==> src/hw/rtl/cfae_pkg.sv <==
`default_nettype none
package cfae_pkg;

  localparam int QueueDepthDef = 4;

  localparam logic [15:0] MsWrap  = 16'd60000;
  localparam logic [31:0] UsWrap  = 32'd3600000000;
  localparam logic [9:0]  MsToUs  = 10'd1000;
  localparam logic [7:0]  CharCr  = 8'h0D;
  localparam logic [7:0]  CaseGap = 8'd32;

  localparam logic [1:0] FuncRx   = 2'd0;
  localparam logic [1:0] FuncTx   = 2'd1;
  localparam logic [1:0] FuncData = 2'd2;

  localparam logic [1:0] StampNone = 2'd0;
  localparam logic [1:0] StampMs   = 2'd1;
  localparam logic [1:0] StampUs   = 2'd2;
  localparam logic [1:0] StampBad  = 2'd3;

  localparam logic [7:0] RegStampMode = 8'd0;
  localparam logic [7:0] RegRepRx     = 8'd1;
  localparam logic [7:0] RegRepTx     = 8'd2;
  localparam logic [7:0] RegRepEsi    = 8'd3;

  typedef struct packed {
    logic [1:0] stamp_mode;
    logic       rep_rx;
    logic       rep_tx;
    logic       rep_esi;
  } cfg_t;

  typedef struct packed {
    logic        hdr;
    logic        prefix;
    logic        ext;
    logic [7:0]  type_char;
    logic [28:0] id;
    logic [3:0]  lc;
    logic [7:0]  data;
    logic        tail;
    logic [1:0]  smode;
    logic [31:0] stamp;
    logic        esi_en;
    logic        esi;
  } job_t;

  function automatic logic [7:0] hex_char(input logic [3:0] v);
    logic [7:0] c;
    if (v < 4'd10) c = 8'h30 + {4'b0, v};
    else c = 8'h41 + {4'b0, v} - 8'd10;
    return c;
  endfunction

  function automatic logic [6:0] len_bytes(input logic [3:0] lc);
    logic [6:0] n;
    case (lc)
      4'd9:    n = 7'd12;
      4'd10:   n = 7'd16;
      4'd11:   n = 7'd20;
      4'd12:   n = 7'd24;
      4'd13:   n = 7'd32;
      4'd14:   n = 7'd48;
      4'd15:   n = 7'd64;
      default: n = {3'b0, lc};
    endcase
    return n;
  endfunction

endpackage
`default_nettype wire

==> src/hw/rtl/cfae_if.sv <==
`default_nettype none
interface cfae_in_if;
  logic        valid;
  logic        ready;
  logic [1:0]  func;
  logic        remote_frame;
  logic        fd_format;
  logic        rate_switch;
  logic        extended_id;
  logic [28:0] identifier;
  logic [3:0]  length_code;
  logic        error_passive;
  logic [15:0] capture_us;
  logic [31:0] now_ms;
  logic [7:0]  payload_byte;
  modport source (output valid, func, remote_frame, fd_format, rate_switch, extended_id,
                  identifier, length_code, error_passive, capture_us, now_ms, payload_byte,
                  input ready);
  modport sink (input valid, func, remote_frame, fd_format, rate_switch, extended_id,
                identifier, length_code, error_passive, capture_us, now_ms, payload_byte,
                output ready);
endinterface

interface cfae_out_if;
  logic       valid;
  logic       ready;
  logic [7:0] ascii_char;
  logic       line_end;
  modport source (output valid, ascii_char, line_end, input ready);
  modport sink (input valid, ascii_char, line_end, output ready);
endinterface

interface cfae_cfg_if;
  logic       valid;
  logic       ready;
  logic [7:0] index;
  logic [7:0] data;
  modport source (output valid, index, data, input ready);
  modport sink (input valid, index, data, output ready);
endinterface
`default_nettype wire

==> src/hw/rtl/cfae_front.sv <==
`default_nettype none
module cfae_front (
  input  wire logic          clk_i,
  input  wire logic          rst_ni,
  input  cfae_pkg::cfg_t     cfg_i,
  cfae_in_if.sink            in_i,
  input  wire logic          space_i,
  output logic               push_o,
  output cfae_pkg::job_t     job_o
);
  import cfae_pkg::*;

  localparam logic [2:0] F_IDLE = 3'd0;
  localparam logic [2:0] F_MUL  = 3'd1;
  localparam logic [2:0] F_ADD1 = 3'd2;
  localparam logic [2:0] F_ADD2 = 3'd3;
  localparam logic [2:0] F_MOD  = 3'd4;
  localparam logic [2:0] F_FIN  = 3'd5;

  logic [2:0]  fst_q;
  logic        frame_rep_q, fd_q, esi_q;
  logic [6:0]  bytes_left_q;
  logic [1:0]  fstamp_q;
  logic [31:0] last_tick_q, smic_q;
  logic [15:0] last_cap_q, smil_q;
  logic [3:0]  it_q;

  logic [31:0] dms_q;
  logic [15:0] dus_q;
  logic [41:0] prod_q;
  logic [63:0] x_q, val_q;
  logic [31:0] r_q;
  job_t        hjob_q;

  logic        acc, is_hdr, en;
  logic [6:0]  nbl;
  logic [7:0]  tchar;
  job_t        hdr_job, dat_job;
  logic [31:0] modulus, r_next;
  logic [32:0] r_acc;
  logic [16:0] ms_sum;
  logic [15:0] ms_new;

  assign in_i.ready = (fst_q == F_IDLE) && space_i;
  assign acc    = in_i.valid && in_i.ready;
  assign is_hdr = (in_i.func == FuncRx) || (in_i.func == FuncTx);
  assign en     = (in_i.func == FuncRx) ? cfg_i.rep_rx : cfg_i.rep_tx;
  assign nbl    = in_i.remote_frame ? 7'd0 : len_bytes(in_i.length_code);

  always_comb begin
    if (in_i.remote_frame) tchar = "r";
    else if (!in_i.fd_format) tchar = "t";
    else if (in_i.rate_switch) tchar = "b";
    else tchar = "d";
    if (in_i.extended_id) tchar = tchar - CaseGap;
  end

  always_comb begin
    hdr_job.hdr       = 1'b1;
    hdr_job.prefix    = (in_i.func == FuncTx);
    hdr_job.ext       = in_i.extended_id;
    hdr_job.type_char = tchar;
    hdr_job.id        = in_i.identifier;
    hdr_job.lc        = in_i.length_code;
    hdr_job.data      = 8'd0;
    hdr_job.tail      = (nbl == 7'd0);
    hdr_job.smode     = cfg_i.stamp_mode;
    hdr_job.stamp     = 32'd0;
    hdr_job.esi_en    = in_i.fd_format & cfg_i.rep_esi;
    hdr_job.esi       = in_i.error_passive;

    dat_job           = hdr_job;
    dat_job.hdr       = 1'b0;
    dat_job.data      = in_i.payload_byte;
    dat_job.tail      = (bytes_left_q == 7'd1);
    dat_job.smode     = fstamp_q;
    dat_job.stamp     = (fstamp_q == StampMs) ? {16'd0, smil_q} : smic_q;
    dat_job.esi_en    = fd_q;
    dat_job.esi       = esi_q;
  end

  // remainder step, four bits of the dividend a cycle
  assign modulus = (fstamp_q == StampMs) ? {16'd0, MsWrap} : UsWrap;
  always_comb begin
    r_acc = {1'b0, r_q};
    for (int k = 0; k < 4; k++) begin
      r_acc = {r_acc[31:0], val_q[63 - k]};
      if (r_acc >= {1'b0, modulus}) r_acc = r_acc - {1'b0, modulus};
    end
    r_next = r_acc[31:0];
  end

  assign ms_sum = {1'b0, r_q[15:0]} + {1'b0, smil_q};
  assign ms_new = (ms_sum >= {1'b0, MsWrap}) ? 16'(ms_sum - {1'b0, MsWrap}) : ms_sum[15:0];

  always_comb begin
    push_o = 1'b0;
    job_o  = hdr_job;
    if (fst_q == F_FIN) begin
      push_o = 1'b1;
      job_o  = hjob_q;
      job_o.stamp = (fstamp_q == StampMs) ? {16'd0, ms_new} : r_q;
    end else if (acc && is_hdr && en && cfg_i.stamp_mode == StampNone) begin
      push_o = 1'b1;
    end else if (acc && in_i.func == FuncData && bytes_left_q != 7'd0 && frame_rep_q) begin
      push_o = 1'b1;
      job_o  = dat_job;
    end
  end

  always_ff @(posedge clk_i or negedge rst_ni) begin
    if (!rst_ni) begin
      fst_q        <= F_IDLE;
      frame_rep_q  <= 1'b0;
      bytes_left_q <= 7'd0;
      fd_q         <= 1'b0;
      esi_q        <= 1'b0;
      fstamp_q     <= StampNone;
      last_tick_q  <= 32'd0;
      last_cap_q   <= 16'd0;
      smil_q       <= 16'd0;
      smic_q       <= 32'd0;
      it_q         <= 4'd0;
    end else begin
      case (fst_q)
        F_IDLE: begin
          if (acc && is_hdr) begin
            bytes_left_q <= nbl;
            frame_rep_q  <= en;
            if (en) begin
              fd_q     <= in_i.fd_format & cfg_i.rep_esi;
              esi_q    <= in_i.error_passive;
              fstamp_q <= cfg_i.stamp_mode;
              it_q     <= 4'd0;
              if (cfg_i.stamp_mode == StampMs) begin
                last_tick_q <= in_i.now_ms;
                fst_q       <= F_MOD;
              end else if (cfg_i.stamp_mode == StampUs) begin
                last_tick_q <= in_i.now_ms;
                last_cap_q  <= in_i.capture_us;
                fst_q       <= F_MUL;
              end
            end
          end else if (acc && in_i.func == FuncData && bytes_left_q != 7'd0) begin
            bytes_left_q <= bytes_left_q - 7'd1;
          end
        end
        F_MUL:  fst_q <= F_ADD1;
        F_ADD1: fst_q <= F_ADD2;
        F_ADD2: fst_q <= F_MOD;
        F_MOD: begin
          it_q <= it_q + 4'd1;
          if (it_q == 4'd15) fst_q <= F_FIN;
        end
        F_FIN: begin
          if (fstamp_q == StampMs) smil_q <= ms_new;
          else smic_q <= r_q;
          fst_q <= F_IDLE;
        end
        default: fst_q <= F_IDLE;
      endcase
    end
  end

  always_ff @(posedge clk_i) begin
    case (fst_q)
      F_IDLE: begin
        hjob_q <= hdr_job;
        r_q    <= 32'd0;
        dms_q  <= in_i.now_ms - last_tick_q;
        dus_q  <= in_i.capture_us - last_cap_q;
        val_q  <= {32'd0, in_i.now_ms - last_tick_q};
      end
      F_MUL:  prod_q <= 42'(dms_q) * 42'(MsToUs);
      F_ADD1: x_q <= {22'd0, prod_q} + 64'd32768 - {48'd0, dus_q};
      F_ADD2: val_q <= {32'd0, smic_q} + {48'd0, dus_q} + {x_q[63:16], 16'd0};
      F_MOD: begin
        r_q   <= r_next;
        val_q <= {val_q[59:0], 4'd0};
      end
      default: r_q <= r_q;
    endcase
  end

endmodule
`default_nettype wire

==> src/hw/rtl/cfae_queue.sv <==
`default_nettype none
module cfae_queue #(
  parameter int Depth = cfae_pkg::QueueDepthDef
) (
  input  wire logic                 clk_i,
  input  wire logic                 rst_ni,
  input  wire logic                 push_i,
  input  cfae_pkg::job_t            job_i,
  output logic                      space_o,
  output logic                      valid_o,
  input  wire logic                 pop_i,
  output cfae_pkg::job_t            job_o,
  output logic [$clog2(Depth+1)-1:0] level_o
);
  import cfae_pkg::*;

  localparam int Aw = (Depth > 1) ? $clog2(Depth) : 1;
  localparam int Lw = $clog2(Depth + 1);

  job_t          mem_q [Depth];
  logic [Aw-1:0] wp_q, rp_q;
  logic [Lw-1:0] cnt_q;

  assign space_o = (cnt_q != Lw'(Depth));
  assign valid_o = (cnt_q != '0);
  assign job_o   = mem_q[rp_q];
  assign level_o = cnt_q;

  function automatic logic [Aw-1:0] inc(input logic [Aw-1:0] p);
    return (p == Aw'(Depth - 1)) ? '0 : p + Aw'(1);
  endfunction

  always_ff @(posedge clk_i) begin
    if (push_i) mem_q[wp_q] <= job_i;
  end

  always_ff @(posedge clk_i or negedge rst_ni) begin
    if (!rst_ni) begin
      wp_q  <= '0;
      rp_q  <= '0;
      cnt_q <= '0;
    end else begin
      if (push_i) wp_q <= inc(wp_q);
      if (pop_i) rp_q <= inc(rp_q);
      cnt_q <= cnt_q + Lw'(push_i) - Lw'(pop_i);
    end
  end

endmodule
`default_nettype wire

==> src/hw/rtl/cfae_back.sv <==
`default_nettype none
module cfae_back (
  input  wire logic      clk_i,
  input  wire logic      rst_ni,
  input  wire logic      valid_i,
  input  cfae_pkg::job_t job_i,
  output logic           pop_o,
  cfae_out_if.source     out_o
);
  import cfae_pkg::*;

  localparam logic [2:0] P_PRE   = 3'd0;
  localparam logic [2:0] P_TYPE  = 3'd1;
  localparam logic [2:0] P_ID    = 3'd2;
  localparam logic [2:0] P_DLC   = 3'd3;
  localparam logic [2:0] P_DATA  = 3'd4;
  localparam logic [2:0] P_STAMP = 3'd5;
  localparam logic [2:0] P_ESI   = 3'd6;
  localparam logic [2:0] P_CR    = 3'd7;

  logic       busy_q, ov_q, oe_q;
  logic [7:0] oc_q;
  logic [2:0] ph_q, cnt_q;
  job_t       job_q;

  logic       adv, last;
  logic [2:0] nph, ncnt, tph, tcnt;
  logic [7:0] ch;
  logic [31:0] idw;

  assign idw = {3'd0, job_q.id};

  // first step of the line tail
  always_comb begin
    tcnt = 3'd0;
    if (job_q.smode == StampMs) begin
      tph = P_STAMP; tcnt = 3'd3;
    end else if (job_q.smode == StampUs) begin
      tph = P_STAMP; tcnt = 3'd7;
    end else if (job_q.esi_en) begin
      tph = P_ESI;
    end else begin
      tph = P_CR;
    end
  end

  always_comb begin
    nph  = ph_q;
    ncnt = cnt_q;
    last = 1'b0;
    case (ph_q)
      P_PRE:  nph = P_TYPE;
      P_TYPE: begin
        nph  = P_ID;
        ncnt = job_q.ext ? 3'd7 : 3'd2;
      end
      P_ID: begin
        if (cnt_q == 3'd0) nph = P_DLC;
        else ncnt = cnt_q - 3'd1;
      end
      P_DLC: begin
        if (job_q.tail) begin
          nph = tph; ncnt = tcnt;
        end else last = 1'b1;
      end
      P_DATA: begin
        if (cnt_q != 3'd0) ncnt = cnt_q - 3'd1;
        else if (job_q.tail) begin
          nph = tph; ncnt = tcnt;
        end else last = 1'b1;
      end
      P_STAMP: begin
        if (cnt_q != 3'd0) ncnt = cnt_q - 3'd1;
        else nph = job_q.esi_en ? P_ESI : P_CR;
      end
      P_ESI:  nph = P_CR;
      P_CR:   last = 1'b1;
      default: last = 1'b1;
    endcase
  end

  always_comb begin
    case (ph_q)
      P_PRE:   ch = job_q.ext ? "Z" : "z";
      P_TYPE:  ch = job_q.type_char;
      P_ID:    ch = hex_char(idw[{cnt_q, 2'b00} +: 4]);
      P_DLC:   ch = hex_char(job_q.lc);
      P_DATA:  ch = hex_char(cnt_q[0] ? job_q.data[7:4] : job_q.data[3:0]);
      P_STAMP: ch = hex_char(job_q.stamp[{cnt_q, 2'b00} +: 4]);
      P_ESI:   ch = job_q.esi ? "1" : "0";
      P_CR:    ch = CharCr;
      default: ch = CharCr;
    endcase
  end

  assign adv   = busy_q && (!ov_q || out_o.ready);
  assign pop_o = valid_i && (!busy_q || (adv && last));

  assign out_o.valid      = ov_q;
  assign out_o.ascii_char = oc_q;
  assign out_o.line_end   = oe_q;

  always_ff @(posedge clk_i or negedge rst_ni) begin
    if (!rst_ni) begin
      busy_q <= 1'b0;
      ov_q   <= 1'b0;
      ph_q   <= P_PRE;
      cnt_q  <= 3'd0;
    end else begin
      if (adv) ov_q <= 1'b1;
      else if (out_o.ready) ov_q <= 1'b0;
      if (pop_o) begin
        busy_q <= 1'b1;
        if (!job_i.hdr) begin
          ph_q <= P_DATA; cnt_q <= 3'd1;
        end else begin
          ph_q <= job_i.prefix ? P_PRE : P_TYPE; cnt_q <= 3'd0;
        end
      end else if (adv) begin
        busy_q <= !last;
        ph_q   <= nph;
        cnt_q  <= ncnt;
      end
    end
  end

  always_ff @(posedge clk_i) begin
    if (pop_o) job_q <= job_i;
    if (adv) begin
      oc_q <= ch;
      oe_q <= (ph_q == P_CR);
    end
  end

endmodule
`default_nettype wire

==> src/hw/rtl/can_frame_to_ascii_line_encoder_core.sv <==
// a reported header item without stamp is pushed into the queue when accepted; a stamped one
// first passes the stamp unit (MUL, ADD1, ADD2 for us stamps, then the remainder unit)
// throughput: one character per cycle when not stalled; a payload item gives two digits
// a stamped header holds input ready low while the stamp unit works
// reset: asynchronous, clears control state, stamps and config registers to defaults
`default_nettype none
module can_frame_to_ascii_line_encoder_core #(
  parameter int QueueDepth = cfae_pkg::QueueDepthDef
) (
  input  wire logic  clk_i,
  input  wire logic  rst_ni,
  cfae_in_if.sink    in_i,
  cfae_cfg_if.sink   cfg_i,
  cfae_out_if.source out_o
);
  import cfae_pkg::*;

  cfg_t cfg_q;
  logic push, space, qvalid, pop;
  job_t fjob, qjob;
  logic [$clog2(QueueDepth+1)-1:0] level;

  assign cfg_i.ready = 1'b1;

  always_ff @(posedge clk_i or negedge rst_ni) begin
    if (!rst_ni) begin
      cfg_q.stamp_mode <= StampNone;
      cfg_q.rep_rx     <= 1'b1;
      cfg_q.rep_tx     <= 1'b0;
      cfg_q.rep_esi    <= 1'b0;
    end else if (cfg_i.valid) begin
      case (cfg_i.index)
        RegStampMode: if (cfg_i.data[1:0] != StampBad) cfg_q.stamp_mode <= cfg_i.data[1:0];
        RegRepRx:     cfg_q.rep_rx  <= cfg_i.data[0];
        RegRepTx:     cfg_q.rep_tx  <= cfg_i.data[0];
        RegRepEsi:    cfg_q.rep_esi <= cfg_i.data[0];
        default:      cfg_q <= cfg_q;
      endcase
    end
  end

  cfae_front u_front (
    .clk_i, .rst_ni, .cfg_i(cfg_q), .in_i,
    .space_i(space), .push_o(push), .job_o(fjob)
  );

  cfae_queue #(.Depth(QueueDepth)) u_queue (
    .clk_i, .rst_ni, .push_i(push), .job_i(fjob), .space_o(space),
    .valid_o(qvalid), .pop_i(pop), .job_o(qjob), .level_o(level)
  );

  cfae_back u_back (
    .clk_i, .rst_ni, .valid_i(qvalid), .job_i(qjob), .pop_o(pop), .out_o
  );

  assert property (@(posedge clk_i) disable iff (!rst_ni)
    out_o.valid && out_o.line_end |-> out_o.ascii_char == CharCr)
    else $error("line end on a character other than CR");

  assert property (@(posedge clk_i) disable iff (!rst_ni)
    level <= ($clog2(QueueDepth+1))'(QueueDepth))
    else $error("queue level above depth");

  assert property (@(posedge clk_i) disable iff (!rst_ni)
    push |-> !(level == ($clog2(QueueDepth+1))'(QueueDepth) && !pop))
    else $error("push into full queue");

endmodule
`default_nettype wire

==> src/flat_wrapper.sv <==
// flat-port wrapper written by rule: the top's interface ports become plain ports
module can_frame_to_ascii_line_encoder_core_flat import cfae_pkg::*;
#(
  parameter int QueueDepth = cfae_pkg::QueueDepthDef
)
  (clk_i, rst_ni, in_i_valid, in_i_func, in_i_remote_frame, in_i_fd_format, in_i_rate_switch, in_i_extended_id, in_i_identifier, in_i_length_code, in_i_error_passive, in_i_capture_us, in_i_now_ms, in_i_payload_byte, in_i_ready, cfg_i_valid, cfg_i_index, cfg_i_data, cfg_i_ready, out_o_valid, out_o_ascii_char, out_o_line_end, out_o_ready);
  cfae_in_if in_i_i ();
  cfae_cfg_if cfg_i_i ();
  cfae_out_if out_o_i ();
  input  wire logic clk_i;
  input  wire logic rst_ni;
  input wire logic [$bits(in_i_i.valid)-1:0] in_i_valid;
  input wire logic [$bits(in_i_i.func)-1:0] in_i_func;
  input wire logic [$bits(in_i_i.remote_frame)-1:0] in_i_remote_frame;
  input wire logic [$bits(in_i_i.fd_format)-1:0] in_i_fd_format;
  input wire logic [$bits(in_i_i.rate_switch)-1:0] in_i_rate_switch;
  input wire logic [$bits(in_i_i.extended_id)-1:0] in_i_extended_id;
  input wire logic [$bits(in_i_i.identifier)-1:0] in_i_identifier;
  input wire logic [$bits(in_i_i.length_code)-1:0] in_i_length_code;
  input wire logic [$bits(in_i_i.error_passive)-1:0] in_i_error_passive;
  input wire logic [$bits(in_i_i.capture_us)-1:0] in_i_capture_us;
  input wire logic [$bits(in_i_i.now_ms)-1:0] in_i_now_ms;
  input wire logic [$bits(in_i_i.payload_byte)-1:0] in_i_payload_byte;
  output wire logic [$bits(in_i_i.ready)-1:0] in_i_ready;
  input wire logic [$bits(cfg_i_i.valid)-1:0] cfg_i_valid;
  input wire logic [$bits(cfg_i_i.index)-1:0] cfg_i_index;
  input wire logic [$bits(cfg_i_i.data)-1:0] cfg_i_data;
  output wire logic [$bits(cfg_i_i.ready)-1:0] cfg_i_ready;
  output wire logic [$bits(out_o_i.valid)-1:0] out_o_valid;
  output wire logic [$bits(out_o_i.ascii_char)-1:0] out_o_ascii_char;
  output wire logic [$bits(out_o_i.line_end)-1:0] out_o_line_end;
  input wire logic [$bits(out_o_i.ready)-1:0] out_o_ready;
  assign in_i_i.valid = in_i_valid;
  assign in_i_i.func = in_i_func;
  assign in_i_i.remote_frame = in_i_remote_frame;
  assign in_i_i.fd_format = in_i_fd_format;
  assign in_i_i.rate_switch = in_i_rate_switch;
  assign in_i_i.extended_id = in_i_extended_id;
  assign in_i_i.identifier = in_i_identifier;
  assign in_i_i.length_code = in_i_length_code;
  assign in_i_i.error_passive = in_i_error_passive;
  assign in_i_i.capture_us = in_i_capture_us;
  assign in_i_i.now_ms = in_i_now_ms;
  assign in_i_i.payload_byte = in_i_payload_byte;
  assign in_i_ready = in_i_i.ready;
  assign cfg_i_i.valid = cfg_i_valid;
  assign cfg_i_i.index = cfg_i_index;
  assign cfg_i_i.data = cfg_i_data;
  assign cfg_i_ready = cfg_i_i.ready;
  assign out_o_valid = out_o_i.valid;
  assign out_o_ascii_char = out_o_i.ascii_char;
  assign out_o_line_end = out_o_i.line_end;
  assign out_o_i.ready = out_o_ready;
  can_frame_to_ascii_line_encoder_core #(.QueueDepth(QueueDepth)) u_core (.clk_i(clk_i), .rst_ni(rst_ni), .in_i(in_i_i), .cfg_i(cfg_i_i), .out_o(out_o_i));
endmodule
==> config.mk <==
export PLATFORM = sky130hd
export DESIGN_NAME = can_frame_to_ascii_line_encoder_core_flat
export DESIGN_NICKNAME = d
export VERILOG_FILES = /design/src/hw/rtl/cfae_pkg.sv /design/src/hw/rtl/cfae_if.sv /design/src/hw/rtl/cfae_front.sv /design/src/hw/rtl/cfae_queue.sv /design/src/hw/rtl/cfae_back.sv /design/src/hw/rtl/can_frame_to_ascii_line_encoder_core.sv /design/src/flat_wrapper.sv
export SDC_FILE = /design/constraint.sdc
export NUM_CORES = 2
export LEC_CHECK = 0
export ABC_AREA = 0
export BUFFER_PORTS_ARGS = -buffer_cell sky130_fd_sc_hd__buf_2
export CAP_MARGIN = 20
export CELL_PAD_IN_SITES_DETAIL_PLACEMENT = 0
export CELL_PAD_IN_SITES_GLOBAL_PLACEMENT = 1
export CORE_MARGIN = 2
export CORE_UTILIZATION = 50
export CTS_CLUSTER_DIAMETER = 100
export DETAILED_ROUTE_END_ITERATION = 10
export GPL_TIMING_DRIVEN = 1
export PLACE_DENSITY_LB_ADDON = 0.12
export SLEW_MARGIN = 20
export SYNTH_ARGS = -nofsm -noshare
export SYNTH_HDL_FRONTEND = slang
export SYNTH_SLANG_ARGS = --single-unit
==> constraint.sdc <==
create_clock -name clk_i -period 41 [get_ports clk_i]
set_input_delay 2.05 -clock clk_i [delete_from_list [all_inputs] [get_ports clk_i]]
set_output_delay 2.05 -clock clk_i [all_outputs]
set_load 0.05 [all_outputs]
==> results.sh <==
export IMPL_postCtsSetupRepairBufs=0
export IMPL_htreeDepth=3
export IMPL_hold_end="u_core.u_front.last_tick_q[0]"
export IMPL_grt_pass1_vias=33440
export IMPL_final_max_slew_viol_count=0
export IMPL_cts_buffer_depth=3
export IMPL_portBuffers=120
export IMPL_rsz0062_at_grt="false"
export IMPL_vias_per_cell=5.814
export IMPL_syn_inst=4251
export IMPL_drc=0
export IMPL_die_x_um=319.0
export IMPL_crit_top_cell="ha_1"
export IMPL_synth_nets=4788
export IMPL_arrival_ps=15820
export IMPL_final_nets=4878
export IMPL_critPathMaxStageDelay_ps=740
export IMPL_slowest_stage="a31o_2"
export IMPL_setup_tns_ps=0
export IMPL_synth_top_area_share_pct=41.51
export IMPL_cts_buffers=88
export IMPL_area_growth_pct=9.591
export IMPL_synth_top_area_cell="edfxtp_1"
export IMPL_period_needed_ps=15390
export IMPL_drive_gt1_share_pct=12.66
export IMPL_vias=33160
export IMPL_die_h_um=319.0
export IMPL_cts_resized=0
export IMPL_setup_viol=0
export IMPL_synth_cell_types=121
export IMPL_gp_congestion=0.8915
export IMPL_ctsRootBufferMaster="clkbuf_16"
export IMPL_netlist_area_um2=49630
export IMPL_dp_cells=5538
export IMPL_r2r_end="u_core.u_front.r_q[15]"
export IMPL_grtUsageTotal_pct=24.44
export IMPL_yosys_warnings=0
export IMPL_multi_input_area_um2=24020
export IMPL_first_pass_iters=5
export IMPL_worstPathRequired_ps=41430
export IMPL_min_from="u_core.u_front.last_tick_q[0]"
export IMPL_grt_first_pass_wirelength_mm=193.1
export IMPL_synthTopCellsByCount="686 x edfxtp_1, 450 x nand2_1, 297 x ha_1, 291 x nor2_1, 247 x inv_1"
export IMPL_grt_max_degree=70
export IMPL_seq_area_um2=23990
export IMPL_hold_viol=0
export IMPL_clk_pin_slew_ps=60
export IMPL_cp_end_kind="register"
export IMPL_clock_skew_ps=45.95
export IMPL_synth_seq_cells=821
export IMPL_first_iter_violations=2626
export IMPL_hpwl_mm=88.56
export IMPL_netlist_top_cells_area="edfxtp_1 42%, ha_1 7.5%, dfrtp_1 6.8%"
export IMPL_cp_startpoint="u_core.u_front.fstamp_q[1]"
export IMPL_dp_slack_ps=25940
export IMPL_ff2ff_path_depth=49
export IMPL_yosysMostFrequentCell="edfxtp_1"
export IMPL_avgRoutedWirePerCell_um=21.55
export IMPL_worstSetupPathType="register to register"
export IMPL_nFillCells=8413
export IMPL_status="finished, final reports clean"
export IMPL_grt_overflow_total=0
export IMPL_antenna_found_initial=7
export IMPL_rr_startpoint="u_core.u_front.fstamp_q[1]"
export IMPL_start_util_pct=50.42
export IMPL_period_share_pct=37.54
export IMPL_cap_violations=0
export IMPL_synth_edf_count=686
export IMPL_ctsHoldBuffers=0
export IMPL_synth_main_ff_cell="edfxtp_1"
export IMPL_path_max_fanout=38
export IMPL_ios=129
export IMPL_fin_ws_ps=25610
export IMPL_cts_tree="done"
export IMPL_rows=115
export IMPL_final_cells=5703
export IMPL_max_freq_ghz=0.06498
export IMPL_antenna_left=0
export IMPL_relSlewSlack_pct=27.92
export IMPL_core_um2=98420
export IMPL_async_flop_share_pct=16.44
export IMPL_seq_area_frac_synth_pct=48.32
export IMPL_worst_skew_pair_late_latency_ps=690
export IMPL_holdPathStages=2
export IMPL_tightest_slew_ps=1070
export IMPL_start_kind="register"
export IMPL_design_die_area_um2=101800
export IMPL_hp_class="register to register"
export IMPL_avgSynthCellArea_um2=11.67
export IMPL_wl_mm=122.9
export IMPL_r2r_slack_ps=25610
export IMPL_numClockSinks=821
through the flow:
step | hold WS, ps | cell area, µm² | util (%)
3_3_place_gp | 468.6 | 51530 | 52.36
2_1_floorplan | 453.8 | 49630 | -
6_report | 481.1 | 54390 | 55.26
3_5_place_dp | 475.1 | 51540 | 52.37
4_1_cts | 488.8 | 54380 | 55.26
5_1_grt | 505.9 | 54380 | 55.26
worst max-delay path, delay by kind of cell (launching register included):
kind	cells	cell delay, ps
AO/OA/AOI/OAI	16	5380
XOR/XNOR	3	1230
adder cells (fa/ha/maj)	4	1590
buffers and inverters	5	1360
flip-flops	1	550
multiplexers	1	230
AND/OR/NAND/NOR	20	4690
how the worst max path moves through the flow:
stage | to | cells past startpoint
floorplan | u_core.u_front.r_q[15] | 71
global placement | u_core.u_front.r_q[15] | 49
detailed placement | u_core.u_front.r_q[15] | 49
CTS | u_core.u_front.r_q[15] | 49
global route | u_core.u_front.r_q[15] | 49
finish | u_core.u_front.r_q[15] | 49
per-layer routing:
metal | up-vias | track usage, % | part of all wire, %
met5 | - | 0 | 0.026
met4 | 6 | 6.918 | 2.4
met3 | 157 | 4.553 | 5.8
met2 | 785 | 39.95 | 47
met1 | 16320 | 33.42 | 45
li1 | 15900 | - | -
layout make-up:
class	instances	area share, %
multi-input combinational	3011	44.17
sequential	821	44.10
timing repair buffer	169	1.792
tap	1287	2.961
clock buffer	106	4.210
clock inverter	58	1.019
antenna	1	0.004601
inverter	250	1.735
cell usage in the layout (no fill, tap or decap), types with 17 or more instances in the layout:
master and count:
xor2_1 80, mux4_2 98, a22oi_1 19, fa_1 123, dfrtp_1 132, nand3_1 57, nor2_1 289, a21oi_1 194
or3_1 26, nor2b_1 37, buf_2 119, edfxtp_1 686, ha_1 297, nor4_1 25, o211ai_1 31, mux2i_1 47
xnor2_1 196, buf_4 49, nand2_1 449, o22ai_1 18, mux2_2 57, nand2b_1 33, clkinv_2 17, clkinv_1 20
a31oi_1 31, inv_1 247, and3_1 40, a21o_1 78, o21a_1 27, o21ai_0 204, and2_1 20, a21boi_0 26
or2_2 22, a211oi_1 35, clkbuf_16 88, a221o_1 28, o21bai_1 45, nor3_1 80
sequential cells by signal (all words and copies together), names as in the netlist, 28 cells and up:
register,cells
u_core.u_front.dms_q,32
u_core.u_front.r_q,32
u_core.u_front.hjob_q,44
u_core.u_front.val_q,64
u_core.u_back.idw,29
u_core.u_front.prod_q,39
u_core.u_front.x_q,28
u_core.u_front.last_tick_q,32
u_core.u_queue.mem_q,340
u_core.u_front.smic_q,32
u_core.u_back.job_q,54
cells by family (layout without fill, tap and decap cells):
family	count (synthesis)	in the layout	share of synthesized area, %
xor+xnor	280	280	5.063
simple gates	1179	1179	11.19
compound gates	925	925	12.79
other cells	2	3	0.01513
flops	821	821	48.32
buf+inv	419	583	3.429
fa+ha+maj	423	423	12.51
mux	202	202	6.689
Power is left out: the tool's default activity adds up to more than one toggle a clock period on the data nets, which glitch-free logic cannot reach.
